`config.mk`:
```
export PLATFORM = sky130hd
export DESIGN_NAME = cifvd_tile_div
export DESIGN_NICKNAME = d
export VERILOG_FILES = /design/src/cifvd_pkg.sv /design/src/cifvd_tile_div.sv
export SDC_FILE = /design/constraint.sdc
export NUM_CORES = 1
export LEC_CHECK = 0
export BUFFER_PORTS_ARGS = -buffer_cell sky130_fd_sc_hd__buf_2
export CAP_MARGIN = 20
export CORE_MARGIN = 2
export CORE_UTILIZATION = 43
export DETAILED_ROUTE_END_ITERATION = 8
export PLACE_DENSITY_LB_ADDON = 0.2
export SLEW_MARGIN = 20
export SYNTH_ARGS = -nofsm -noshare
export SYNTH_HDL_FRONTEND = slang
export SYNTH_SLANG_ARGS = --single-unit
```
`constraint.sdc`:
```
create_clock -name clock -period 4.1 [get_ports clock]
set_clock_uncertainty 0.05 [all_clocks]
set_input_delay 0.82 -clock clock [delete_from_list [all_inputs] [get_ports clock]]
set_output_delay 0.82 -clock clock [all_outputs]
set_load 0.02 [all_outputs]
```
`src/cifvd_pkg.sv`:
```
// Shared constants, widths and the side-channel stage type for the cluster index pipeline.
// No dependencies; imported by every module of the block.
package cifvd_pkg;

   localparam int DEPTH_FRAC_BITS = 16;

   localparam int PIX_W      = 14;
   localparam int DEPTH_W    = 32;
   localparam int CFG_W      = 32;
   localparam int TILE_CFG_W = 9;
   localparam int SLICE_W    = 8;

   // natural log unit: 5 normalize steps, 16 squaring rounds, scale, round
   localparam int NORM_STAGES = 5;
   localparam int SQ_STAGES   = 16;
   localparam int LOG_STAGES  = NORM_STAGES + SQ_STAGES + 2;
   localparam int LG2_W       = 6 + SQ_STAGES;
   localparam int LNP_W       = LG2_W + 33;
   localparam int LN_W        = 22;
   localparam logic [31:0] LN2_Q32 = 32'd2977044472;

   // tile divider: one quotient bit per stage
   localparam int DIV_STAGES = PIX_W;

   // top-level stage map
   localparam int ST_LV    = LOG_STAGES;
   localparam int ST_PROD  = LOG_STAGES + 1;
   localparam int ST_OUT   = LOG_STAGES + 2;
   localparam int N_STAGES = LOG_STAGES + 3;

   // linear split: n*(depth-near), then one quotient bit per stage
   localparam int LIN_BITS      = SLICE_W;
   localparam int LIN_REM_W     = DEPTH_W + TILE_CFG_W;
   localparam int LIN_MUL_ST    = 1;
   localparam int LIN_DIV_FIRST = 2;
   localparam int TILE_ST       = DIV_STAGES;

   localparam int LV_W   = LN_W + 1;
   localparam int PROD_W = LV_W + CFG_W;
   localparam int T_W    = PROD_W + 1;
   localparam int K_SH   = 16 + DEPTH_FRAC_BITS;
   localparam int K_W    = T_W - K_SH;

   typedef struct packed {
      logic                 dz;
      logic                 low;
      logic                 high;
      logic                 empty;
      logic [LIN_REM_W-1:0] rem;
      logic [LIN_BITS-1:0]  q;
      logic [PIX_W-1:0]     tx;
      logic [PIX_W-1:0]     ty;
   } side_type;

endpackage

```
`src/cifvd_tile_div.sv`:
```
// Pipelined restoring divider for pixel coordinate over tile size, one quotient bit per stage.
// Depends on cifvd_pkg; stage enables come from the top level.
module cifvd_tile_div
   import cifvd_pkg::*;
(
   input  logic                  clock,
   input  logic [DIV_STAGES-1:0] en,
   input  logic [PIX_W-1:0]      dividend,
   input  logic [TILE_CFG_W-1:0] divisor,
   output logic [PIX_W-1:0]      quotient
);

   logic [TILE_CFG_W-1:0] rem_ff  [DIV_STAGES];
   logic [TILE_CFG_W-1:0] rem_in  [DIV_STAGES];
   logic [PIX_W-1:0]      work_ff [DIV_STAGES];
   logic [PIX_W-1:0]      work_in [DIV_STAGES];
   logic [TILE_CFG_W-1:0] dv;

   // a tile size of zero acts as one
   assign dv = (divisor == '0) ? TILE_CFG_W'(1) : divisor;

   for (genvar j = 0; j < DIV_STAGES; j++) begin : g_step
      always_comb begin
         logic [TILE_CFG_W-1:0] rs;
         logic [PIX_W-1:0]      ws;
         logic [TILE_CFG_W:0]   trial;
         if (j == 0) begin
            rs = '0;
            ws = dividend;
         end else begin
            rs = rem_ff[(j == 0) ? 0 : j-1];
            ws = work_ff[(j == 0) ? 0 : j-1];
         end
         trial = {rs, ws[PIX_W-1]};
         if (trial >= {1'b0, dv}) begin
            trial      = trial - {1'b0, dv};
            work_in[j] = {ws[PIX_W-2:0], 1'b1};
         end else begin
            work_in[j] = {ws[PIX_W-2:0], 1'b0};
         end
         rem_in[j] = trial[TILE_CFG_W-1:0];
      end
      always_ff @(posedge clock) begin
         if (en[j]) begin
            rem_ff[j]  <= rem_in[j];
            work_ff[j] <= work_in[j];
         end
      end
   end

   assign quotient = work_ff[DIV_STAGES-1];

endmodule

```
# Word-level counts from Yosys, hierarchy flattened
# Memory sizes are Yosys's and may differ from the RTL's.
# Cells that the tools add are included.
# classes
n_addsub	14
n_mul	0
n_div	0
magnitude_cmp	14
eq_ne	0
shifts	0
mux	57
bitwise_logic	0
reduce_logical	1
# ops
operator	count
two-way mux 9 bit	15
>= comparator 10 x 9 -> 1 bit	13
subtractor 9 bit	13
two-way mux 1 bit	42
>= comparator 1 x 9 -> 1 bit	1
zero test 9 bit	1
subtractor 1 x 9 -> 9 bit	1
# totals
reg_bits	0
latch_bits	0
mem_bits_rw	322
mem_bits_ro	0
inputBits	38
out_inout_bits	14
wordCells	88
n_memories	2
# mem_list
memory	words	width	rd	rd_clocked_by_memory_dff	wr	line	rtl
work_ff	14	14	14	0	14	cifvd_tile_div.sv:15	logic [PIX_W-1:0] work_ff [DIV_STAGES];
rem_ff	14	9	13	0	14	cifvd_tile_div.sv:13	logic [TILE_CFG_W-1:0] rem_ff [DIV_STAGES];

# Longest topological paths before layout
# Gate-level depths: netlist of the first run.
# depth
word_depth	4
ltp_mapped	13
depth_no_buf	11

# Least setup slack after synthesis of the first run
# OpenSTA, ideal clock, no wires.
# synth_path
path_type	input to register
startpoint	in divisor[2]
endpoint	mem rem_ff[11][1] (netlist: rem_ff[1][28]), data pin
setup_time_ns	0.260
arrival_ns	3.503
required_ns	3.790
slack_ns	0.287
cell_stages	13
n_path_buf	2
cell_sequence	nor4_1 and4_1 clkbuf_1 or2_2 ha_1 inv_1 fa_1 nand3_1 a21oi_1 o31a_1 nand2b_1 buf_4 mux2_2
# synth_lines
item	line	rtl
start, declared	cifvd_tile_div.sv:9	input logic [TILE_CFG_W-1:0] divisor,
end, declared	cifvd_tile_div.sv:13	

==> results of run 1 <==
[routing by layer]
metal / GRT usage / vias to the layer above / wire (um)
met5: 0 / - / 0
met4: 0.0534 / 0 / 753
met3: 0.0239 / 48 / 1070
met2: 0.274 / 152 / 14600
met1: 0.213 / 4111 / 13300
li1: - / 4253 / -
[report_power, final]
group	switching, W	internal [W]	leakage, nW
sequential	0.000332	0.00446	3.04
combinational	0.00192	0.00185	3.07
clock	0.00118	0.00170	0.509
[Yosys cell counts (3+ instances only)]
cell type | n | area share
sky130_fd_sc_hd__buf_4 | 16 | 0.0078
sky130_fd_sc_hd__nand3_1 | 21 | 0.0068
sky130_fd_sc_hd__mux2i_1 | 14 | 0.0091
sky130_fd_sc_hd__and4_1 | 5 | 0.0028
sky130_fd_sc_hd__a211oi_1 | 14 | 0.0068
sky130_fd_sc_hd__nand2_2 | 3 | 0.0012
sky130_fd_sc_hd__buf_6 | 3 | 0.0022
sky130_fd_sc_hd__a21o_1 | 31 | 0.015
sky130_fd_sc_hd__o41ai_1 | 5 | 0.0028
sky130_fd_sc_hd__nand3b_1 | 8 | 0.0039
sky130_fd_sc_hd__mux2_2 | 84 | 0.061
sky130_fd_sc_hd__edfxtp_1 | 313 | 0.61
sky130_fd_sc_hd__and3b_1 | 8 | 0.0045
sky130_fd_sc_hd__a31o_2 | 4 | 0.0023
sky130_fd_sc_hd__nand2b_1 | 3 | 0.0012
sky130_fd_sc_hd__nand4_1 | 30 | 0.012
sky130_fd_sc_hd__fa_1 | 12 | 0.016
sky130_fd_sc_hd__and3_1 | 7 | 0.0028
sky130_fd_sc_hd__inv_1 | 45 | 0.011
sky130_fd_sc_hd__buf_2 | 6 | 0.0019
sky130_fd_sc_hd__a211oi_2 | 3 | 0.0024
sky130_fd_sc_hd__xnor2_1 | 36 | 0.020
sky130_fd_sc_hd__o31ai_1 | 4 | 0.0019
sky130_fd_sc_hd__or4_1 | 3 | 0.0015
sky130_fd_sc_hd__a31oi_1 | 24 | 0.0097
sky130_fd_sc_hd__a2111oi_0 | 6 | 0.0034
sky130_fd_sc_hd__nor2_1 | 32 | 0.0078
sky130_fd_sc_hd__nand3_2 | 5 | 0.0032
sky130_fd_sc_hd__ha_1 | 119 | 0.097
sky130_fd_sc_hd__xor2_1 | 36 | 0.020
sky130_fd_sc_hd__nand2_1 | 34 | 0.0083
sky130_fd_sc_hd__a21oi_1 | 62 | 0.020
sky130_fd_sc_hd__o31ai_2 | 4 | 0.0032
sky130_fd_sc_hd__or2_2 | 6 | 0.0024
sky130_fd_sc_hd__o21ai_0 | 18 | 0.0058
sky130_fd_sc_hd__nor3_1 | 5 | 0.0016
[sequential cells by signal, indices dropped and copies added (netlist names)]
name and flops:
rem_ff 117, work_ff 196
[metrics by stage]
stage | hold WS, ns | area, um^2 | TNS (ns) | setup WS (ns) | power, W
final | 0.363 | 17300 | 0 | 0.322 | 0.0114
after global routing | 0.365 | 17300 | 0 | 0.190 | 0.0122
after CTS | 0.365 | 17300 | 0 | 0.412 | 0.0116
after detailed placement | 0.355 | 16200 | -3.59 | -0.114 | 0.00860
after global placement | 0.351 | 16200 | -0.338 | -0.0504 | 0.00856
after floorplan | 0.350 | 15400 | 0 | 0.287 | 0.00775
[cells by family (layout without fill, tap and decap cells)]
family / after synthesis / count (layout)
AOI/OAI and AO/OA: 186 / 186
xor gates and xnor gates: 72 / 72
adders and majority gates: 131 / 131
buffers and inverters: 72 / 172
DFF: 313 / 313
muxes: 98 / 98
and+or+nand+nor: 176 / 176
[path summary, 6_finish.rpt]
kind / start / endpoint / slack [ns] / depth (start not counted)
worst max-delay path: divisor[2] / rem_ff[1][14]$_DFFE_PP_ / 0.32 / 13
worst min register to register: work_ff[0][102]$_DFFE_PP_ / work_ff[1][5]$_DFFE_PP_ / 0.36 / 0
worst min-delay path: work_ff[0][102]$_DFFE_PP_ / work_ff[1][5]$_DFFE_PP_ / 0.36 / 0
worst max register to register: work_ff[0][111]$_DFFE_PP_ / rem_ff[1][3]$_DFFE_PP_ / 1.40 / 9
[critical path, stage by stage]
cell                      delay [ns]
sky130_fd_sc_hd__buf_2          0.10
sky130_fd_sc_hd__nor4_1         0.37
sky130_fd_sc_hd__and4_1         0.27
sky130_fd_sc_hd__or2_2          0.38
sky130_fd_sc_hd__buf_4          0.20
sky130_fd_sc_hd__ha_1           0.15
sky130_fd_sc_hd__inv_1          0.05
sky130_fd_sc_hd__fa_1           0.41
sky130_fd_sc_hd__nand3_1        0.11
sky130_fd_sc_hd__a21oi_1        0.11
sky130_fd_sc_hd__o31ai_2        0.33
sky130_fd_sc_hd__nand3_2        0.30
sky130_fd_sc_hd__mux2_2         0.36
[area by class of cell]
type | count | area share
clock inverter | 13 | 0.00761
tap | 461 | 0.0334
multi-input combinational | 663 | 0.328
sequential | 313 | 0.544
inverter | 45 | 0.00978
clock buffer | 45 | 0.0529
timing repair buffer | 69 | 0.0240
==> flow_summary.yaml, run 1 <==
run_status:
  outcome: "finished clean"
power:
  static-leakage-power_nw: 6.62
  power_density_mw_per_mm2: 662
  worst_vdd_rail_ir_drop_mv: 0.351
clock_network:
  post_cts_hold_buffer_count: 0
  root_buffer: "sky130_fd_sc_hd__clkbuf_16"
  clkLatencyLatePin_ns: 0.53
  cts_clk_pin_slew_worst_paths_ns: 0.06
  numCtsBuffers: 34
  tritoncts_num_sinks: 313
  post_cts.resized_instances: 0
  tritoncts: "done"
  cts-root-to-sink-buffers: 3
  post_cts.repair.setup_buffers: 0
  cts.htree.levels: 2
floorplan:
  core_area_mm2: 0.0355
  y_dimension_of_the_die_um: 193
  start_util: 0.435
  fp-row-count: 69
  fp.dieW_um: 193
  fp.dieArea_mm2: 0.0374
  ioPinCount: 52
yosys:
  synth.lib_cells_used.distinct: 49
  post_synth_instance_area_mm2: 0.0154
  syn_avg_cell_area_um2: 14.7
  synthCells: 1048
  synth-seq-cells: 313
  synth_compound_area_frac: 0.0804
  synth-simple-area-share: 0.0637
  mappedNetlistNets: 1217
  main_combinational_cell_family_by_area_after_synthesis: "adder cells"
  async_reset_ff_frac: 0
  yosys-mux-area-fraction: 0.0704
  dominantRegCellSynth: "sky130_fd_sc_hd__edfxtp_1"
  synth_warnings: 0
  synth_fa_ha_area_frac: 0.112
  synth_edf_count: 313
  yosys.area_share.xor_xnor: 0.0409
  synth_sequential_area_ratio: 0.609
finish:
  postLayoutCoreUtil: 0.487
  layout_commonest_cell: "sky130_fd_sc_hd__edfxtp_1"
  finalNetCount: 1295
  num-fill-cells: 3054
  layout-drive-gt1-share: 0.199
  final_cell_mix: "313 x sky130_fd_sc_hd__edfxtp_1, 119 x sky130_fd_sc_hd__ha_1, 84 x sky130_fd_sc_hd__mux2_2, 62 x sky130_fd_sc_hd__a21oi_1, 51 x sky130_fd_sc_hd__buf_2"
  seqCellArea_mm2: 0.00940
  synthToLayoutAreaGrowth_pct: 12.0
  antenna_cells: 0
  post_layout_nonfiller_instances: 1609
  multi_input_comb_area_mm2: 0.00567
routing:
  vias_per_cell: 5.32
  drt.antenna.violating_nets: 0
  first_pass_iters: 5
  detailroute.via_count: 8564
  drt-wirelength-per-cell_um: 18.4
  dr.first_iter.drc_count: 509
  postRouteWirelength_mm: 29.7
  route.detailed.drc: 0
min_path:
  timing.hold.worst.class: "reg2reg"
global_routing:
  wire_length_of_the_first_global_routing_pass_mm: 47.5
  antenna_found_initial: 0
  global_route.usage.total: 0.161
  maximum_number_of_pins_on_one_net_before_global_route_repair: 24
  overflow: 0
  vias_in_the_first_global_route: 8845
setup_path:
  start_kind: "input pin"
  cp_max_fo: 11
  worstSetupPathType: "in2reg"
  cp.required_ns: 4.31
  setup.worst_path.end_class: "flip-flop"
  cp_data_arrival_time_ns: 3.99
sta:
  max_clock_freq_mhz: 265
  slew_at_the_pin_closest_to_its_max_slew_limit_ns: 0.933
  timing.final.max_slew_violations: 0
  period_minus_slack_ns: 3.78
  post-route-period-util: 0.921
  setup-violations-final: 0
  rsz0062_at_grt: "false"
  worst_slew_margin_relative_to_its_limit: 0.377
  hold_viol: 0
placement:
  io_buffer_count: 51
  finalWeightedCongestion: 0.848
  half_perimeter_wire_length_of_the_detailed_placement_result_mm: 20.6
  place_inst: 1551
flow_run:
  cap_violations: 0
No activity file was read; power rests on OpenSTA's default activity.
==> run 2: changes to the inputs <==
--- a/config.mk
+++ b/config.mk
@@ -11,6 +11,7 @@
 export CORE_UTILIZATION = 43
 export DETAILED_ROUTE_END_ITERATION = 8
 export PLACE_DENSITY_LB_ADDON = 0.2
+export RECOVER_POWER = 100
 export SLEW_MARGIN = 20
 export SYNTH_ARGS = -nofsm -noshare
 export SYNTH_HDL_FRONTEND = slang
==> flow_summary.yaml, run 2 (synthesis gave the netlist of run 1 again) <==
setup_path:
  cp.required_ns: 4.31
  worst_path_cell_chain: "buf_2, nor4_1, and4_1, or2_2, clkbuf_1, ha_1, inv_1, fa_1, nand3_1, a21oi_1, o31ai_2, nand3_2, mux2_2"
  setup.worst_path.end_class: "flip-flop"
  critical_path_cell_with_the_highest_stage_delay: "sky130_fd_sc_hd__fa_1"
  cp_data_arrival_time_ns: 4.02
  critical-path-max-stage-delay_ns: 0.41
  start_kind: "input pin"
  worstSetupPathType: "in2reg"
  timing.rr.end: "rem_ff[1][43]$_DFFE_PP_"
  cp_max_fo: 11
  reg2reg_depth: 9
  crit-reg2reg-launch: "work_ff[1][55]$_DFFE_PP_"
  reg2reg_setup_slack_ns: 1.34
clock_network:
  root_buffer: "sky130_fd_sc_hd__clkbuf_16"
  cts.htree.levels: 2
  tritoncts: "done"
  cts-root-to-sink-buffers: 3
  post_cts.repair.setup_buffers: 0
  cts_clk_pin_slew_worst_paths_ns: 0.06
  numCtsBuffers: 34
  post_cts.resized_instances: 0
  post_cts_hold_buffer_count: 0
  clkLatencyLatePin_ns: 0.53
  tritoncts_num_sinks: 313
sta:
  timing.final.max_slew_violations: 0
  hold_viol: 0
  fin_ws_ns: 0.294
  worst_slew_margin_relative_to_its_limit: 0.0208
  slew_at_the_pin_closest_to_its_max_slew_limit_ns: 1.47
  fin_setup_tns_ns: 0
  period_minus_slack_ns: 3.81
  setup-violations-final: 0
  rsz0062_at_grt: "false"
  post-route-period-util: 0.928
  max_clock_freq_mhz: 263
finish:
  top_register: "work_ff"
  antenna_cells: 0
  synthToLayoutAreaGrowth_pct: 11.5
  flip_flop_count_of_the_largest_register_after_layout: 196
  layout-drive-gt1-share: 0.161
  num-fill-cells: 3074
  multi_input_comb_area_mm2: 0.00564
  largestRegisters: "work_ff (196), rem_ff (117)"
  final_cell_mix: "313 x sky130_fd_sc_hd__edfxtp_1, 119 x sky130_fd_sc_hd__ha_1, 77 x sky130_fd_sc_hd__mux2_2, 62 x sky130_fd_sc_hd__a21oi_1, 45 x sky130_fd_sc_hd__inv_1"
  finalNetCount: 1295
  post_layout_nonfiller_instances: 1609
  postLayoutCoreUtil: 0.485
  seqCellArea_mm2: 0.00940
  layout_commonest_cell: "sky130_fd_sc_hd__edfxtp_1"
global_routing:
  global_route.usage.total: 0.161
  antenna_found_initial: 0
  overflow: 0
  wire_length_of_the_first_global_routing_pass_mm: 47.5
  maximum_number_of_pins_on_one_net_before_global_route_repair: 24
  vias_in_the_first_global_route: 8845
power:
  finalPower_w: 0.0114
  power_density_mw_per_mm2: 663
  static-leakage-power_nw: 6.53
  worst_vdd_rail_ir_drop_mv: 0.347
routing:
  first_pass_iters: 5
  drt-wirelength-per-cell_um: 18.4
  dr.first_iter.drc_count: 536
  route.detailed.drc: 0
  detailroute.via_count: 8608
  postRouteWirelength_mm: 29.7
  drt.antenna.violating_nets: 0
  vias_per_cell: 5.35
placement:
  half_perimeter_wire_length_of_the_detailed_placement_result_mm: 20.6
  io_buffer_count: 51
  finalWeightedCongestion: 0.848
  place_inst: 1551
  place_ws_ns: -0.114
floorplan:
  fp-row-count: 69
  fp.dieW_um: 193
  ioPinCount: 52
  fp.dieArea_mm2: 0.0374
  y_dimension_of_the_die_um: 193
  core_area_mm2: 0.0355
  start_util: 0.435
min_path:
  hold_start: "work_ff[0][102]$_DFFE_PP_"
  hold_path_cells: 0
  worst_hold_path.endpoint: "work_ff[1][5]$_DFFE_PP_"
  timing.hold.worst.class: "reg2reg"
flow_run:
  cap_violations: 0
run_status:
  outcome: "finished clean"
==> run 2: changes by cell type in the layout (fill, tap and decap cells not counted), sizes merged <==
cell    before  now
buf         69   37
clkbuf      45   77
==> run 2: metal layers <==
metal,part of all wire,track usage
met1,0.45,0.213
met2,0.49,0.274
met3,0.033,0.0239
met4,0.026,0.0534
met5,0,0
==> run 2: cell type report <==
type | instances | area share
Sequential cell | 313 | 0.546
Multi-Input combinational cell | 663 | 0.328
Clock buffer | 45 | 0.0531
Tap cell | 461 | 0.0335
Timing Repair Buffer | 69 | 0.0217
Inverter | 45 | 0.00982
Clock inverter | 13 | 0.00764
==> run 2: worst max path at each step <==
stage / from / endpoint / slack, ns / cells past startpoint
after detailed placement: divisor[2] / rem_ff[1][14]$_DFFE_PP_ / -0.11 / 13
after CTS: divisor[2] / rem_ff[1][14]$_DFFE_PP_ / 0.41 / 13
final: divisor[2] / rem_ff[1][14]$_DFFE_PP_ / 0.29 / 13
after floorplan: divisor[2] / rem_ff[1][28]$_DFFE_PP_ / 0.29 / 13
after global routing: divisor[2] / rem_ff[0][30]$_DFFE_PP_ / 0.1 / 12
after global placement: divisor[2] / rem_ff[1][4]$_DFFE_PP_ / -0.05 / 13
==> run 2: worst max-delay path, delay by kind of cell <==
| family | cells | cell delay (ns) |
|---|---|---|
| adder cells (fa/ha/maj) | 2 | 0.60 |
| buffers and inverters | 3 | 0.36 |
| multiplexers | 1 | 0.36 |
| AND/OR/NAND/NOR | 5 | 1.41 |
| AO/OA/AOI/OAI | 2 | 0.45 |
==> run 2: metrics by stage <==
stage	hold WS, ns	instance area [um^2]
2_1_floorplan	0.350	15400
4_1_cts	0.365	17300
3_3_place_gp	0.351	16200
6_report	0.363	17200
3_5_place_dp	0.355	16200
5_1_grt	0.365	17200
==> run 2: where the power goes <==
part | total, W | switching [W] | internal (W)
clock network | 0.00288 | 0.00118 | 0.00170
registers | 0.00480 | 0.000333 | 0.00446
logic | 0.00373 | 0.00192 | 0.00182
==> run 3: changes to the inputs <==
--- a/config.mk
+++ b/config.mk
@@ -9,6 +9,7 @@
 export CAP_MARGIN = 20
 export CORE_MARGIN = 2
 export CORE_UTILIZATION = 43
+export CTS_BUF_LIST = sky130_fd_sc_hd__clkbuf_16
 export DETAILED_ROUTE_END_ITERATION = 8
 export PLACE_DENSITY_LB_ADDON = 0.2
 export RECOVER_POWER = 100
==> constraint.sdc (replaced) <==
create_clock -name clock -period 3.8 [get_ports clock]
set_clock_uncertainty 0.05 [all_clocks]
set_input_delay 0.76 -clock clock [delete_from_list [all_inputs] [get_ports clock]]
set_output_delay 0.76 -clock clock [all_outputs]
set_load 0.02 [all_outputs]
==> flow_summary.yaml, run 3 (synthesis gave the netlist of run 1 again) <==
power:
  worst_vdd_rail_ir_drop_mv: 0.480
  power_density_mw_per_mm2: 718
  static-leakage-power_nw: 6.73
  finalPower_w: 0.0126
routing:
  detailroute.via_count: 8678
  first_pass_iters: 5
  vias_per_cell: 5.30
  drt.antenna.violating_nets: 0
  drt-wirelength-per-cell_um: 18.2
  route.detailed.drc: 0
  dr.first_iter.drc_count: 475
  postRouteWirelength_mm: 29.7
finish:
  finalNetCount: 1323
  antenna_cells: 0
  synthToLayoutAreaGrowth_pct: 13.3
  layout_commonest_cell: "sky130_fd_sc_hd__edfxtp_1"
  top_register: "work_ff"
  layout-drive-gt1-share: 0.184
  flip_flop_count_of_the_largest_register_after_layout: 196
  largestRegisters: "work_ff (196), rem_ff (117)"
  final_cell_mix: "313 x sky130_fd_sc_hd__edfxtp_1, 119 x sky130_fd_sc_hd__ha_1, 82 x sky130_fd_sc_hd__mux2_2, 62 x sky130_fd_sc_hd__a21oi_1, 53 x sky130_fd_sc_hd__inv_1"
setup_path:
  critical_path.startpoint: "divisor[2]"
  crit-reg2reg-launch: "work_ff[1][55]$_DFFE_PP_"
  cp.required_ns: 4.01
  worst_path_cell_chain: "buf_2, nor4_1, and4_1, or2_2, buf_12, buf_4, ha_1, inv_1, fa_1, nand3_1, a21oi_1, o31ai_1, nand3_2, mux2_2"
  critical-path-max-stage-delay_ns: 0.39
  critical_path_cell_with_the_highest_stage_delay: "sky130_fd_sc_hd__nor4_1"
  cp_data_arrival_time_ns: 3.74
  start_kind: "input pin"
  reg2reg_depth: 9
  cp_max_fo: 12
  worstSetupPathType: "in2reg"
  setup.worst_path.end_class: "flip-flop"
clock_network:
  tritoncts: "done"
  post_cts.resized_instances: 0
  cts_clk_pin_slew_worst_paths_ns: 0.06
  tritoncts_num_sinks: 313
  numCtsBuffers: 35
  root_buffer: "sky130_fd_sc_hd__clkbuf_16"
  cts.htree.levels: 2
  post_cts.repair.setup_buffers: 0
  post_cts_hold_buffer_count: 0
  cts-root-to-sink-buffers: 3
  clkLatencyLatePin_ns: 0.52
sta:
  max_clock_freq_mhz: 283
  period_minus_slack_ns: 3.53
  post-route-period-util: 0.929
  worst_slew_margin_relative_to_its_limit: 0.0403
  setup-violations-final: 0
  timing.final.max_slew_violations: 0
  rsz0062_at_grt: "false"
  hold_viol: 0
  fin_setup_tns_ns: 0
  slew_at_the_pin_closest_to_its_max_slew_limit_ns: 1.44
min_path:
  hold_path_cells: 0
  timing.hold.worst.class: "reg2reg"
  hold_start: "work_ff[0][17]$_DFFE_PP_"
global_routing:
  vias_in_the_first_global_route: 8711
  global_route.usage.total: 0.159
  wire_length_of_the_first_global_routing_pass_mm: 46.9
  overflow: 0
  antenna_found_initial: 1
  maximum_number_of_pins_on_one_net_before_global_route_repair: 27
floorplan:
  core_area_mm2: 0.0355
  fp.dieArea_mm2: 0.0374
  y_dimension_of_the_die_um: 193
  ioPinCount: 52
  fp-row-count: 69
  fp.dieW_um: 193
  start_util: 0.435
placement:
  half_perimeter_wire_length_of_the_detailed_placement_result_mm: 20.7
  finalWeightedCongestion: 0.868
  io_buffer_count: 51
run_status:
  outcome: "finished clean"
flow_run:
  cap_violations: 0
[run 3: changes by cell type in the layout (fill, tap and decap cells not counted), sizes merged]
cell    delta
inv        +9
buf       +22
bufinv     +1
clkbuf     -4
[run 3: layout make-up]
type | count | area, um^2
clock buffer | 36 | 901
clock inverter | 23 | 186
fill | 3021 | 18000
inverter | 45 | 169
multi-input combinational | 663 | 5630
sequential | 313 | 9400
tap | 461 | 577
timing repair buffer | 96 | 613
[run 3: power by group]
| part | switching, W | internal [W] | leakage, nW |
|---|---|---|---|
| Clock | 0.00127 | 0.00191 | 0.563 |
| Sequential | 0.000369 | 0.00482 | 3.04 |
| Combinational | 0.00207 | 0.00211 | 3.12 |
[run 3: stage by stage]
stage	hold WS (ns)	util	cell area (um^2)	worst slack, ns	cells
after floorplan	0.350	-	15400	0.0474	1048
after global placement	0.351	0.464	16500	-0.0442	1578
after detailed placement	0.355	0.464	16500	-0.150	1578
after CTS	0.335	0.495	17600	0.366	1637
after global routing	0.340	0.493	17500	0.0851	1637
final	0.364	0.493	17500	0.269	1637
[run 3: per-layer routing]
layer / share of wire / routed length (um) / track usage / vias to the layer above
met4: 0.024 / 721 / 0.0526 / 2
li1: - / - / - / 4317
met3: 0.042 / 1240 / 0.0293 / 52
met1: 0.45 / 13500 / 0.209 / 4146
met5: 0.00044 / 13 / 0 / -
met2: 0.48 / 14300 / 0.267 / 161
[run 3: path summary, 6_finish.rpt]
path,endpoint,slack [ns]
worst max-delay path,rem_ff[1][13]$_DFFE_PP_,0.27
worst min-delay path,work_ff[0][32]$_DFFE_PP_,0.36
worst max register to register,rem_ff[1][43]$_DFFE_PP_,1.11
worst min register to register,work_ff[0][32]$_DFFE_PP_,0.36
[run 3: critical path: cells and delay by family]
family                   cells  cell delay [ns]
AND/OR/NAND/NOR              5             1.17
adder cells (fa/ha/maj)      2             0.53
AO/OA/AOI/OAI                2             0.47
buffers and inverters        4             0.45
multiplexers                 1             0.35
